## src/rtl/bpfa_pkg.sv

```systemverilog
// ============================================================================
// bpfa_pkg - bitmap page frame allocator package
// Shared types, codes and reset constants for the allocator block.
// ============================================================================
package bpfa_pkg;

    // Default geometry (block size must be a power of two)
    localparam int NUM_BLOCKS_DEF  = 4096;
    localparam int BLOCK_BYTES_DEF = 4096;

    // Configuration register widths and reset values
    localparam int AVAIL_W  = 13;
    localparam int KBLOCK_W = 12;
    localparam int CFG_DATA_W = 13;
    localparam int CFG_IDX_W  = 2;

    localparam logic [AVAIL_W-1:0]  AVAIL_RST  = 13'd4096;
    localparam logic [KBLOCK_W-1:0] KFIRST_RST = 12'd256;
    localparam logic [KBLOCK_W-1:0] KLAST_RST  = 12'd511;

    // Register indexes on the configuration port
    typedef enum logic [CFG_IDX_W-1:0] {
        CFG_AVAIL  = 2'd0,
        CFG_KFIRST = 2'd1,
        CFG_KLAST  = 2'd2
    } t_cfg_index;

    // Request opcodes
    typedef enum logic [1:0] {
        OP_INIT        = 2'd0,
        OP_ALLOC_ANY   = 2'd1,
        OP_ALLOC_GIVEN = 2'd2,
        OP_FREE        = 2'd3
    } t_opcode;

    // Result status codes
    typedef enum logic [2:0] {
        ST_OK          = 3'd0,
        ST_NO_SPACE    = 3'd1,
        ST_UNALIGNED   = 3'd2,
        ST_RANGE       = 3'd3,
        ST_DOUBLE_FREE = 3'd4
    } t_status;

    typedef struct packed {
        t_opcode     opcode;
        logic [31:0] block_address;
    } t_in_item;

    typedef struct packed {
        logic [31:0] result_address;
        t_status     status;
    } t_out_item;

    // Controller to datapath commands
    typedef struct packed {
        logic accept;
        logic sweep;
        logic sweep_clear;
        logic scan;
        logic check;
        logic load;
    } t_dp_cmd;

    // Datapath to controller status
    typedef struct packed {
        logic last_word;
        logic scan_done;
    } t_dp_stat;

endpackage

```

## src/rtl/bpfa_ctrl.sv

```systemverilog
// ============================================================================
// bpfa_ctrl - allocator controller
// Sequences clear pass, init sweep, free-block scan and single-block checks,
// and owns the output item valid.
// ============================================================================
module bpfa_ctrl (
    input  logic               i_clk,
    input  logic               i_rst_n,
    input  logic               i_in_valid,
    output logic               o_in_ready,
    input  bpfa_pkg::t_opcode  i_opcode,
    output logic               o_out_valid,
    input  logic               i_out_ready,
    output bpfa_pkg::t_dp_cmd  o_cmd,
    input  bpfa_pkg::t_dp_stat i_stat
);
    import bpfa_pkg::*;

    typedef enum logic [2:0] {
        S_CLEAR,
        S_IDLE,
        S_INIT,
        S_SCAN,
        S_CHECK,
        S_DONE
    } t_state;

    t_state r_state, n_state;
    logic   r_out_valid;

    // Command decode
    always_comb begin
        o_cmd        = '0;
        o_cmd.accept = (r_state == S_IDLE) && i_in_valid;
        unique case (r_state)
            S_CLEAR: begin
                o_cmd.sweep       = 1'b1;
                o_cmd.sweep_clear = 1'b1;
            end
            S_INIT:  o_cmd.sweep = 1'b1;
            S_SCAN:  o_cmd.scan  = 1'b1;
            S_CHECK: o_cmd.check = 1'b1;
            S_DONE:  o_cmd.load  = !r_out_valid || i_out_ready;
            default: ;
        endcase
    end

    // Next state
    always_comb begin
        n_state = r_state;
        unique case (r_state)
            S_CLEAR: if (i_stat.last_word) n_state = S_IDLE;
            S_IDLE: begin
                if (i_in_valid) begin
                    unique case (i_opcode)
                        OP_INIT:        n_state = S_INIT;
                        OP_ALLOC_ANY:   n_state = S_SCAN;
                        OP_ALLOC_GIVEN: n_state = S_CHECK;
                        OP_FREE:        n_state = S_CHECK;
                        default:        n_state = S_CHECK;
                    endcase
                end
            end
            S_INIT:  if (i_stat.last_word) n_state = S_DONE;
            S_SCAN:  if (i_stat.scan_done) n_state = S_DONE;
            S_CHECK: n_state = S_DONE;
            S_DONE:  if (o_cmd.load) n_state = S_IDLE;
            default: n_state = S_IDLE;
        endcase
    end

    // State and output valid
    always_ff @(posedge i_clk) begin
        if (!i_rst_n) begin
            r_state     <= S_CLEAR;
            r_out_valid <= 1'b0;
        end else begin
            r_state <= n_state;
            if (o_cmd.load) begin
                r_out_valid <= 1'b1;
            end else if (i_out_ready) begin
                r_out_valid <= 1'b0;
            end
        end
    end

    assign o_in_ready  = (r_state == S_IDLE);
    assign o_out_valid = r_out_valid;

`ifndef SYNTHESIS
    a_accept_closes: assert property (@(posedge i_clk) disable iff (!i_rst_n)
        (i_in_valid && o_in_ready) |=> !o_in_ready)
        else $error("input still open after accepting an item");
    a_valid_from_done: assert property (@(posedge i_clk) disable iff (!i_rst_n)
        $rose(r_out_valid) |-> $past(r_state) == S_DONE)
        else $error("output valid raised outside completion");
    a_init_starts: assert property (@(posedge i_clk) disable iff (!i_rst_n)
        (i_in_valid && o_in_ready && i_opcode == OP_INIT) |=> r_state == S_INIT)
        else $error("init item did not start the sweep");
`endif

endmodule

```

## config.mk

```make
export PLATFORM = sky130hd
export DESIGN_NAME = bpfa_ctrl
export DESIGN_NICKNAME = d
export VERILOG_FILES = /design/src/rtl/bpfa_pkg.sv /design/src/rtl/bpfa_ctrl.sv
export SDC_FILE = /design/constraint.sdc
export NUM_CORES = 1
export LEC_CHECK = 0
export BUFFER_PORTS_ARGS = -buffer_cell sky130_fd_sc_hd__buf_2
export CAP_MARGIN = 0
export CELL_PAD_IN_SITES_DETAIL_PLACEMENT = 0
export CELL_PAD_IN_SITES_GLOBAL_PLACEMENT = 2
export CORE_AREA = 2 2 41 43
export CTS_BUF_LIST = sky130_fd_sc_hd__clkbuf_2 sky130_fd_sc_hd__clkbuf_4 sky130_fd_sc_hd__clkbuf_8
export DETAILED_ROUTE_END_ITERATION = 12
export DIE_AREA = 0 0 43 45
export PLACE_DENSITY_LB_ADDON = 0.1
export SLEW_MARGIN = 5
export SYNTH_ARGS = -nofsm -noshare
export SYNTH_HDL_FRONTEND = slang
export SYNTH_SLANG_ARGS = --single-unit
export TNS_END_PERCENT = 5
```

## constraint.sdc

```tcl
create_clock -name i_clk -period 1.1 [get_ports i_clk]
set_input_delay 0.22 -clock i_clk [delete_from_list [all_inputs] [get_ports i_clk]]
set_output_delay 0.22 -clock i_clk [all_outputs]
set_load 0.005 [all_outputs]
```

After elaboration in Yosys (flattened, before gate mapping)
Cells that the tools add are included.

cells by class
  add/sub/neg operators = 0
  $mul = 0
  div/mod/pow operators = 0
  magnitude comparators = 0
  equality and inequality tests = 13
  shift-type cells = 0
  muxes and demuxes = 14
  bitwise gates (word level) = 0
  reductions and logical operators = 9

operators by type and width
  kind                number
  $pmux 3 s6          1
  $mux 3              5
  $ne 2x2->1 const B  5
  $pmux 3 s3          1
  $mux 1              7
  $eq 3x2->1 const B  2
  $eq 3x3->1 const B  2
  $reduce_and 5->1    1
  $eq 2x2->1 const B  2
  $reduce_or 2->1     2
  $eq 3x1->1 const B  1
  $logic_not 3->1     1
  $eq 2x1->1 const B  1
  $logic_not 2->1     1
  $reduce_bool 2->1   1
  $logic_and 1x1->1   1
  $logic_not 1->1     1
  $logic_or 1x1->1    1

storage, ports and cells
  flip-flop bits (word level) = 4
  latch bits = 0
  RAM bits = 0
  memory bits (read-only) = 0
  input bits = 8
  output and inout port bits = 8
  logic and storage cells = 38
  memories kept = 0

Logic depth before layout (Yosys ltp)
Gate-level depths: netlist (run 1).

  word-level depth = 5
  depth in mapped cells = 4
  depth with buffers taken out = 3

Least setup slack after synthesis (run 1)
No wires, ideal clock.

  path kind = reg2reg
  from = register r_state[0]
  to = register r_state[2]
  library setup time = 0.124 ns
  arrival time = 0.963 ns
  data required time = 0.976 ns
  slack = 0.013 ns
  stages on the path, launching flop included = 4
  buffers on the path = 0
  clock period less this slack = 1.087 ns
  cell sequence = dfxtp_1 -> mux2_2 -> a211oi_1 -> o22ai_1

on the way
  word-level cells in the longest chain between the ends = 4
  elaborated cells between the ends (all ways) = 14
  those cells by class = eq/ne: 10; mux: 2; reduce/logical: 2

ends and longest elaborated chain
  what                               RTL line                          source
  start: declaration                 bpfa_ctrl.sv:28                   t_state r_state, n_state;
  start signal: assignment           bpfa_ctrl.sv:78                   r_state <= n_state;
  $eq 3x3->1                         bpfa_ctrl.sv:35, bpfa_ctrl.sv:51
  $mux 1                             bpfa_ctrl.sv:35                   unique case (r_state)
  $ne 2x2->1 (no source line)        --
  $reduce_and 5->1 (no source line)  --

Parallel ways exist; a longest one is shown, timed or not.
A chain may end at the register's enable or synchronous reset.

==> results of run 1 <==
per-stage QoR:
stage	utilization, %	cell area, um2	worst slack, ns	total power [W]
4_1_cts	27.2	400	-0.155	0.000468
3_3_place_gp	24.5	360	-0.111	0.000262
6_report	28.1	413	-0.148	0.000460
5_1_grt	28.1	413	-0.200	0.000494
3_5_place_dp	24.5	360	-0.0794	0.000264
2_1_floorplan	-	267	0.0126	0.000221
flip-flops by register name, indices dropped and copies added (netlist names):
name and flops:
r_state 3, o_out_valid 1
power by group through the flow:
stage	Combinational [W]	Sequential, W	Clock, W
floorplan	0.0000609	0.000160	0
global placement	0.0000961	0.000166	0
detailed placement	0.0000968	0.000167	0
CTS	0.000105	0.000169	0.000194
global route	0.000121	0.000170	0.000203
finish	0.000107	0.000168	0.000184
metal layers:
metal	GRT usage [%]	vias up	part of all wire (%)
met2	15.8	5	54
met5	0	-	0
met4	5.45	0	0
met1	9.22	137	41
met3	2.80	0	4.3
li1	-	149	-
cells by family (layout without fill, tap and decap cells):
family	after synthesis	count (layout)	synth area share (%)
AO/OA/AOI/OAI	6	6	15.5
buffers and inverters	4	23	10.3
flip-flops	4	4	30.0
multiplexers	1	1	4.23
AND/OR/NAND/NOR	16	16	39.9
final timing paths:
path                                         startpoint                 endpoint  slack, ns  cells past startpoint
worst min-delay path                          i_stat[1]  r_state[0]$_SDFFE_PN0P_       0.24                      2
worst min register to register  r_state[2]$_SDFFE_PN0P_  r_state[0]$_SDFFE_PN0P_       0.59                      1
worst max-delay path            r_state[0]$_SDFFE_PN0P_                 o_cmd[5]      -0.15                      3
worst max register to register  r_state[0]$_SDFFE_PN0P_  r_state[1]$_SDFFE_PN0P_      -0.02                      3
cell usage after synthesis:
cell      number
dfxtp_1        4
nor2b_1        4
nor3b_1        3
nand2_1        2
nor2_1         2
o21ai_0        2
a211oi_1       1
and3b_1        1
and4b_1        1
and4bb_1       1
buf_2          1
buf_4          1
buf_6          1
inv_1          1
mux2_2         1
nand3b_1       1
nor3_1         1
o21a_1         1
o22ai_1        1
o311a_1        1
layout make-up:
cell class | instances | area, um2 | share of cell area (%)
flip-flops and latches | 4 | 86.3 | 20.9
clock buffers | 3 | 22.5 | 5.45
multi-input cells | 23 | 174 | 42.1
well taps | 16 | 20.0 | 4.85
inverters | 1 | 3.75 | 0.909
repair buffers | 19 | 106 | 25.8
worst register-to-register path: cells and delay by family, from the launching register on:
kind               cells  cell delay [ns]
AOI/OAI and AO/OA      1             0.14
and+or+nand+nor        1             0.21
DFF                    1             0.34
muxes                  1             0.36
what timing repair did:
action                                  4_1_cts  5_1_grt
endpoints found under the setup margin        9        9
endpoints found under the hold margin         0        0
pin swaps                                     0        1
gates resized for setup                       5        3
gates cloned                                  1        0
==> metrics.txt, run 1 <==
fillcell total=175; P&R area growth vs syn=54.9%; Row Count=14; Comb pwr share=23.3%; first-pass GRT wire length=1260 um; Setup crit end kind=output pin; Synth warnings=0; final setup skew=0.00364 ns; CTS Sinks=4; post-placement cell count=62; total negative setup slack=-0.808 ns; Synth area leaders=dfxtp_1 30%, nor2b_1 9.4%, nor3b_1 8.5%; Post-Syn Instances=31; Worst-Margin Slew=0.191 ns; CTS tree=done; routed vias=291; DRT Wirelength=765 um; gp weighted congestion=0.660; Setup Buffers After CTS=0; crit-path max FO=5; Pre-antenna DRT Iters=3; GRT Residual Overflow=0; largest net degree at the start of global routing=12; post-DP HPWL=536 um; drc violations=0; Slew Viols, Final=0; PortBufs=15; max-cap violations=0; share of layout cells above drive strength 1=58.0%; Mapped Nets=39; Post-Syn Area=267 um2; TritonCTS Buffers=3; Switching Fraction=26.1%; Synth area leader=dfxtp_1; WP data required=0.88 ns; outcome=finished, violations left; Die Span X=43 um; Cell Chain, Critical Path=buf_6 -> and4bb_1 -> buf_2; DRT iter0 DRCs=2; worst path arrival time=1.03 ns; failing checks=setup timing; worst setup margin=-0.148 ns; Flop pwr share=36.6%; total global-route track usage=8.89%; routed vias/inst=4.41; root buffer cell=clkbuf_4; worst vdd ir=0.300 mV; part of the cycle the worst path needs=113%; Distinct cells, synth=20; # H-tree levels=1; hold_ws=0.236 ns; Final setup viols=9; Avg Inst Size Synth=8.60 um2; post-synthesis sequential area ratio=30.0%; io pins=16; part of the power in the clock network=40.1%; clock-pin slew on the worst setup and hold paths=0.04 ns; Synth Register Bits=4; CP Buf/Inv Count=2; drt wl/cell=11.6 um; DIE AREA=0.00194 mm2; initial antenna violation count=0; Clock Latency Late Sink=0.23 ns; most frequent cells in the layout=16 x buf_2, 4 x nor2b_1, 3 x clkbuf_4; Crit path max-delay family=flip-flops; fin cells=66; Final ANT Viol Nets=0; initial core utilization=18.1%; Slowest Stage Delay on Critical Path=0.34 ns; Startpoint Class=flop; unrepaired setup endpoints after global routing=yes; critical path class=reg -> out; Hold Crit Class=in -> reg; Nets=60; area share of the leading cell type in the synthesized netlist=30.0%; fmax=0.801 GHz; Final min period=1.25 ns; vias in the first global route=303; final hold violation count=0; commonest non-fill, non-tap cell in the layout=buf_2; Cell Pwr Density=1110 mW/mm2; internal power=0.000340 W; max_slew headroom=87.3%; die height=45 um; switching pwr=0.000120 W; slowest CP cell=dfxtp_2; # hold bufs at CTS=0; Leak=0.204 nW; Max Root-Sink Buffers=2; diode count=0; core area=0.00147 mm2
Power figures use the tool's default switching activity.
==> run 2: changes to the inputs <==
--- a/config.mk
+++ b/config.mk
@@ -9,10 +9,10 @@
 export CAP_MARGIN = 0
 export CELL_PAD_IN_SITES_DETAIL_PLACEMENT = 0
 export CELL_PAD_IN_SITES_GLOBAL_PLACEMENT = 2
-export CORE_AREA = 2 2 41 43
+export CORE_AREA = 2 2 39 41
 export CTS_BUF_LIST = sky130_fd_sc_hd__clkbuf_2 sky130_fd_sc_hd__clkbuf_4 sky130_fd_sc_hd__clkbuf_8
 export DETAILED_ROUTE_END_ITERATION = 12
-export DIE_AREA = 0 0 43 45
+export DIE_AREA = 0 0 41 43
 export PLACE_DENSITY_LB_ADDON = 0.1
 export SLEW_MARGIN = 5
 export SYNTH_ARGS = -nofsm -noshare
==> constraint.sdc (replaced) <==
create_clock -name i_clk -period 1.15 [get_ports i_clk]
set_input_delay 0.23 -clock i_clk [delete_from_list [all_inputs] [get_ports i_clk]]
set_output_delay 0.23 -clock i_clk [all_outputs]
set_load 0.005 [all_outputs]
==> run 2 against run 1 <==
Against the previous run:
- the flow still finishes with violations (setup timing)
- non-clock buffer count rose by 1
- sequential power fell by 4%
- final area rose by 2.7%
- clock skew fell by 0.0019 ns
- die area fell by 8.9%
- register-to-register slack got worse by 0.05 ns
- critical path type unchanged
- largest cell class unchanged
- largest power group unchanged
- highest routed layer unchanged
==> metrics.txt, run 2 (synthesis results as in run 1) <==
worst path arrival time=1.02 ns (about the same); max_slew headroom=84.2% (-3.0 points); Slew Viols, Final=0 (unchanged); drc violations=0 (unchanged); clock-pin slew on the worst setup and hold paths=0.04 ns (about the same); initial antenna violation count=0 (unchanged); part of the cycle the worst path needs=108%; Final ANT Viol Nets=0 (unchanged); met1 usage=11.5% (+2.3 points); crit path from=r_state[0]$_SDFFE_PN0P_; r2r worst-path depth=3 (unchanged); critical path class=reg -> out; hold path cells=2 (unchanged); largest net degree at the start of global routing=12 (unchanged); TritonCTS Buffers=3 (unchanged); final hold violation count=0 (unchanged); CP Depth=3 (unchanged); worst vdd ir=0.252 mV (-16%); max-cap violations=0 (unchanged); Worst R2R Start=r_state[0]$_SDFFE_PN0P_; first-pass GRT wire length=1150 um (-8.2%); CTS tree=done; gp weighted congestion=0.671 (+1.6%); crit-path max FO=5 (unchanged); Final min period=1.25 ns; Leak=0.212 nW (+3.6%); slowest CP cell=dfxtp_2; die height=43 um (-4.4%); Final setup viols=8 (-1); GR peak layer=met2; end-of-flow core utilization=30.7% (+2.6 points); DIE AREA=0.00176 mm2 (-8.9%); commonest non-fill, non-tap cell in the layout=buf_2; share of layout cells above drive strength 1=58.8% (+0.82 points); flip-flop count of the largest register after layout=3 (unchanged); Nets=61 (+1.7%); Max Root-Sink Buffers=2 (unchanged); Pre-antenna DRT Iters=2 (-1); Row Count=14 (unchanged); Crit path max-delay family=flip-flops; io pins=16 (unchanged); # H-tree levels=1 (unchanged); total negative setup slack=-0.484 ns (+0.324 ns); Cell Pwr Density=1040 mW/mm2 (-6.2%); Setup crit end kind=output pin; Hold Crit Class=in -> reg; WP data required=0.92 ns (+0.04 ns); worst reg-to-reg setup slack=-0.07 ns (-0.05 ns); initial core utilization=19.3% (+1.1 points); failing checks=setup timing; routed vias=290 (-0.34%); root buffer cell=clkbuf_4; diode count=0 (unchanged); Clock Latency Late Sink=0.23 ns (about the same); hold_ws=0.250 ns (+0.0143 ns); core area=0.00138 mm2 (-6.0%); CP endpoint=o_cmd[5]; met2 usage=15.6% (-0.13 points); final setup skew=0.00173 ns (-0.00191 ns); worst setup margin=-0.0972 ns (+0.0507 ns); grt met3 use=0% (-2.8 points); Die Span X=41 um (-4.7%); fillcell total=159 (-9.1%); vias in the first global route=285 (-5.9%); DRT Wirelength=749 um (-2.1%); Crit Reg-Reg Endpoint=r_state[2]$_SDFFE_PN0P_; unrepaired setup endpoints after global routing=yes; PortBufs=15 (unchanged); Cell Chain, Critical Path=buf_6 -> and4bb_1 -> buf_2; GRT Residual Overflow=0 (unchanged); Worst-Margin Slew=0.235 ns (+0.0447 ns); drt wl/cell=11.2 um (-3.6%); Biggest register=r_state; most frequent cells in the layout=16 x buf_2, 4 x nor2b_1, 3 x clkbuf_4; post-DP HPWL=544 um (+1.4%); Slowest Stage Delay on Critical Path=0.35 ns (about the same); fmax=0.802 GHz; CTS Sinks=4 (unchanged); total global-route track usage=9.83% (+0.94 points); P&R area growth vs syn=59.2%; DRT iter0 DRCs=1 (-1); Startpoint Class=flop; CP Buf/Inv Count=2 (unchanged); outcome=finished, violations left; routed vias/inst=4.33 (-1.8%)
[run 2: cell count changes in the layout (fill, tap and decap cells not counted)]
cell      delta
a211oi_1     +1
a211oi_2     -1
buf_6        +1
nor3b_1      -1
nor3b_2      +1
[run 2: per-stage QoR]
step	std cells	cell area [um2]	power (W)	worst slack, ns
global placement	62	360	0.000251	-0.0472
floorplan	31	267	0.000211	0.0626
detailed placement	62	360	0.000254	-0.0463
finish	67	424	0.000443	-0.0972
CTS	67	424	0.000456	-0.112
global route	67	424	0.000468	-0.152
[run 2: power breakdown]
part | switching, W | internal [W] | leakage (nW) | total [W]
clock network | 0.0000582 | 0.000117 | 0.0138 | 0.000175
registers | 0.0000130 | 0.000148 | 0.0341 | 0.000161
logic | 0.0000439 | 0.0000636 | 0.164 | 0.000108
[run 2: worst min-delay path by stage]
stage | endpoint | startpoint | slack (ns)
finish | r_state[0]$_SDFFE_PN0P_ | i_stat[1] | 0.25
global route | r_state[0]$_SDFFE_PN0P_ | i_stat[1] | 0.27
CTS | r_state[0]$_SDFFE_PN0P_ | i_stat[1] | 0.25
detailed placement | r_state[0]$_SDFFE_PN0P_ | i_stat[1] | 0.49
global placement | r_state[0]$_SDFFE_PN0P_ | i_stat[1] | 0.50
floorplan | r_state[1]$_SDFFE_PN0P_ | i_rst_n | 0.35
[run 2: final cells by class]
class,instances,area (um2),share of cell area (%)
Inverter,1,3.75,0.885
Sequential cell,4,86.3,20.4
Multi-Input combinational cell,23,174,41.0
Tap cell,16,20.0,4.72
Timing Repair Buffer,20,118,27.7
Clock buffer,3,22.5,5.31
[run 2: repair_timing]
item,in CTS,in global routing
pin swaps,3,0
setup buffers,1,0
endpoints found under the setup margin,8,10
gates cloned,1,0
hold buffers,0,0
resized for setup,9,0
[run 2: per-layer routing]
metal	vias to the layer above	wire, um
li1	153	-
met1	132	302
met2	5	421
met3	0	24
met4	0	0
met5	-	0
==> run 3: changes to the inputs <==
--- a/config.mk
+++ b/config.mk
@@ -13,7 +13,7 @@
 export CTS_BUF_LIST = sky130_fd_sc_hd__clkbuf_2 sky130_fd_sc_hd__clkbuf_4 sky130_fd_sc_hd__clkbuf_8
 export DETAILED_ROUTE_END_ITERATION = 12
 export DIE_AREA = 0 0 41 43
-export PLACE_DENSITY_LB_ADDON = 0.1
+export PLACE_DENSITY = 0.82
 export SLEW_MARGIN = 5
 export SYNTH_ARGS = -nofsm -noshare
 export SYNTH_HDL_FRONTEND = slang
==> constraint.sdc (replaced) <==
create_clock -name i_clk -period 1.3 [get_ports i_clk]
set_input_delay 0.26 -clock i_clk [delete_from_list [all_inputs] [get_ports i_clk]]
set_output_delay 0.26 -clock i_clk [all_outputs]
set_load 0.005 [all_outputs]
==> run 3 against run 2 <==
Against the previous run:
- the flow now finishes without violations
- sequential share of layout area rose by 1.7 points
- via count fell by 2.8%
- total power fell by 14%
- clock skew rose by 0.0025 ns
- clock-buffer cell count did not move
- die area did not move
- hold slack improved by 0.031 ns
- register-to-register slack improved by 0.13 ns
- global-route usage fell by 0.89 points
- utilization fell by 1.5 points
- critical endpoint unchanged
==> metrics.txt, run 3 (synthesis results as in run 1) <==
CP Depth=3 (unchanged); Cell Pwr Density=943 mW/mm2 (-9.7%); worst reg-to-reg setup slack=0.06 ns (+0.13 ns); final hold violation count=0 (unchanged); TritonCTS Buffers=3 (unchanged); CP Buf/Inv Count=2 (unchanged); Slowest Stage Delay on Critical Path=0.33 ns (-0.02 ns); CTS Sinks=4 (unchanged); PortBufs=15 (unchanged); met1 usage=11.6% (+0.037 points); initial core utilization=19.3% (unchanged); Final min period=1.26 ns; worst vdd ir=0.215 mV (-15%); Cell Chain, Critical Path=buf_6 -> and4bb_1 -> buf_2; DRT iter0 DRCs=4 (+3); grt met3 use=1.57% (+1.6 points); WP data required=1.04 ns (+0.12 ns); post-DP HPWL=471 um (-13%); diode count=0 (unchanged); max_slew headroom=87.3% (+3.1 points); Worst R2R Start=r_state[0]$_SDFFE_PN0P_; Nets=60 (-1.6%); DIE AREA=0.00176 mm2 (unchanged); critical path class=reg -> out; initial antenna violation count=0 (unchanged); drt wl/cell=10.4 um (-7.0%); Final setup viols=0 (-8); switching pwr=0.0000941 W (-18%); hold_ws=0.281 ns (+0.0309 ns); Hold Crit Class=in -> reg; post-placement cell count=60 (-3.2%); Worst-Margin Slew=0.189 ns (-0.0468 ns); unrepaired setup endpoints after global routing=yes; die height=43 um (unchanged); end-of-flow core utilization=29.1% (-1.5 points); gp weighted congestion=0.631 (-6.0%); Leak=0.202 nW (-4.7%); HP Start=i_stat[1]; CTS tree=done; Crit Reg-Reg Endpoint=r_state[2]$_SDFFE_PN0P_; part of the power in the clock network=39.8% (+0.3 points); io pins=16 (unchanged); outcome=finished clean; Switching Fraction=24.8% (-1.2 points); worst path arrival time=1.00 ns (-0.02 ns); routed vias/inst=4.27 (-1.3%); drc violations=0 (unchanged); # H-tree levels=1 (unchanged); GR peak layer=met2; r2r worst-path depth=4 (+1); part of the cycle the worst path needs=97.2%; Slew Viols, Final=0 (unchanged); fin cells=66 (-1.5%); Die Span X=41 um (unchanged); Flop pwr share=36.9% (+0.7 points); final setup skew=0.00422 ns (+0.00250 ns); max-cap violations=0 (unchanged); DRT Wirelength=686 um (-8.4%); Crit path max-delay family=flip-flops; first-pass GRT wire length=1060 um (-8.4%); most frequent cells in the layout=17 x buf_2, 4 x nor2b_1, 3 x clkbuf_4; Pre-antenna DRT Iters=2 (unchanged); GRT Residual Overflow=0 (unchanged); Row Count=14 (unchanged); commonest non-fill, non-tap cell in the layout=buf_2; Startpoint Class=flop; vias in the first global route=276 (-3.2%); final instance area=403 um2 (-5.0%); Clock Latency Late Sink=0.23 ns (about the same); internal power=0.000286 W (-13%); Biggest register=r_state; crit path from=r_state[0]$_SDFFE_PN0P_; core area=0.00138 mm2 (unchanged); Setup crit end kind=output pin; clock-pin slew on the worst setup and hold paths=0.04 ns (about the same); share of layout cells above drive strength 1=54.0% (-4.8 points); met2 usage=11.9% (-3.8 points); Max Root-Sink Buffers=2 (unchanged); DP Area=345 um2 (-4.2%); P&R area growth vs syn=51.2%; fmax=0.791 GHz; flip-flop count of the largest register after layout=3 (unchanged); routed vias=282 (-2.8%); slowest CP cell=dfxtp_2; CP endpoint=o_cmd[5]; total global-route track usage=8.94% (-0.89 points); root buffer cell=clkbuf_4; Final ANT Viol Nets=0 (unchanged); largest net degree at the start of global routing=12 (unchanged); total negative setup slack=0 ns (+0.484 ns); Comb pwr share=23.3% (-1.0 points); crit-path max FO=5 (unchanged)
==> run 3: changes by cell type in the layout (fill, tap and decap cells not counted), sizes merged <==
cell and delta:
buf -1
==> run 3: power groups by stage <==
stage	Clock, W	Combinational, W	Sequential, W
6_report	0.000151	0.0000885	0.000140
4_1_cts	0.000158	0.0000798	0.000142
3_5_place_dp	0	0.0000772	0.000142
5_1_grt	0.000166	0.0000992	0.000141
2_1_floorplan	0	0.0000516	0.000135
3_3_place_gp	0	0.0000780	0.000141
==> run 3: cell type report <==
cell class | count | area, um2
Sequential cell | 4 | 88.8
Multi-Input combinational cell | 23 | 164
Timing Repair Buffer | 19 | 104
Clock buffer | 3 | 22.5
Tap cell | 16 | 20.0
Fill cell | 157 | 981
Inverter | 1 | 3.75
==> run 3: routing by layer <==
layer	part of all wire (%)	up-vias	wire length, um
li1	-	152	-
met1	43	123	298
met2	52	7	355
met3	4.7	0	32
met4	0	0	0
met5	0	-	0
==> run 3: per-stage QoR <==
step | power, W | setup slack (ns)
6_report | 0.000380 | 0.0365
5_1_grt | 0.000407 | -0.0481
3_5_place_dp | 0.000219 | 0.152
3_3_place_gp | 0.000219 | 0.118
2_1_floorplan | 0.000187 | 0.213
4_1_cts | 0.000379 | 0.00139
==> run 3: worst min path at each step <==
stage,end,depth (start not counted)
6_report,r_state[0]$_SDFFE_PN0P_,2
3_5_place_dp,r_state[0]$_SDFFE_PN0P_,2
3_3_place_gp,r_state[0]$_SDFFE_PN0P_,2
4_1_cts,r_state[0]$_SDFFE_PN0P_,2
2_1_floorplan,r_state[1]$_SDFFE_PN0P_,1
5_1_grt,r_state[0]$_SDFFE_PN0P_,2
==> run 3: timing repair <==
action,4_1_cts,5_1_grt
cloned,0,1
setup buffers,0,2
gates resized for setup,4,4
hold buffers,0,0
setup endpoints to repair,5,5
pin swaps,1,2
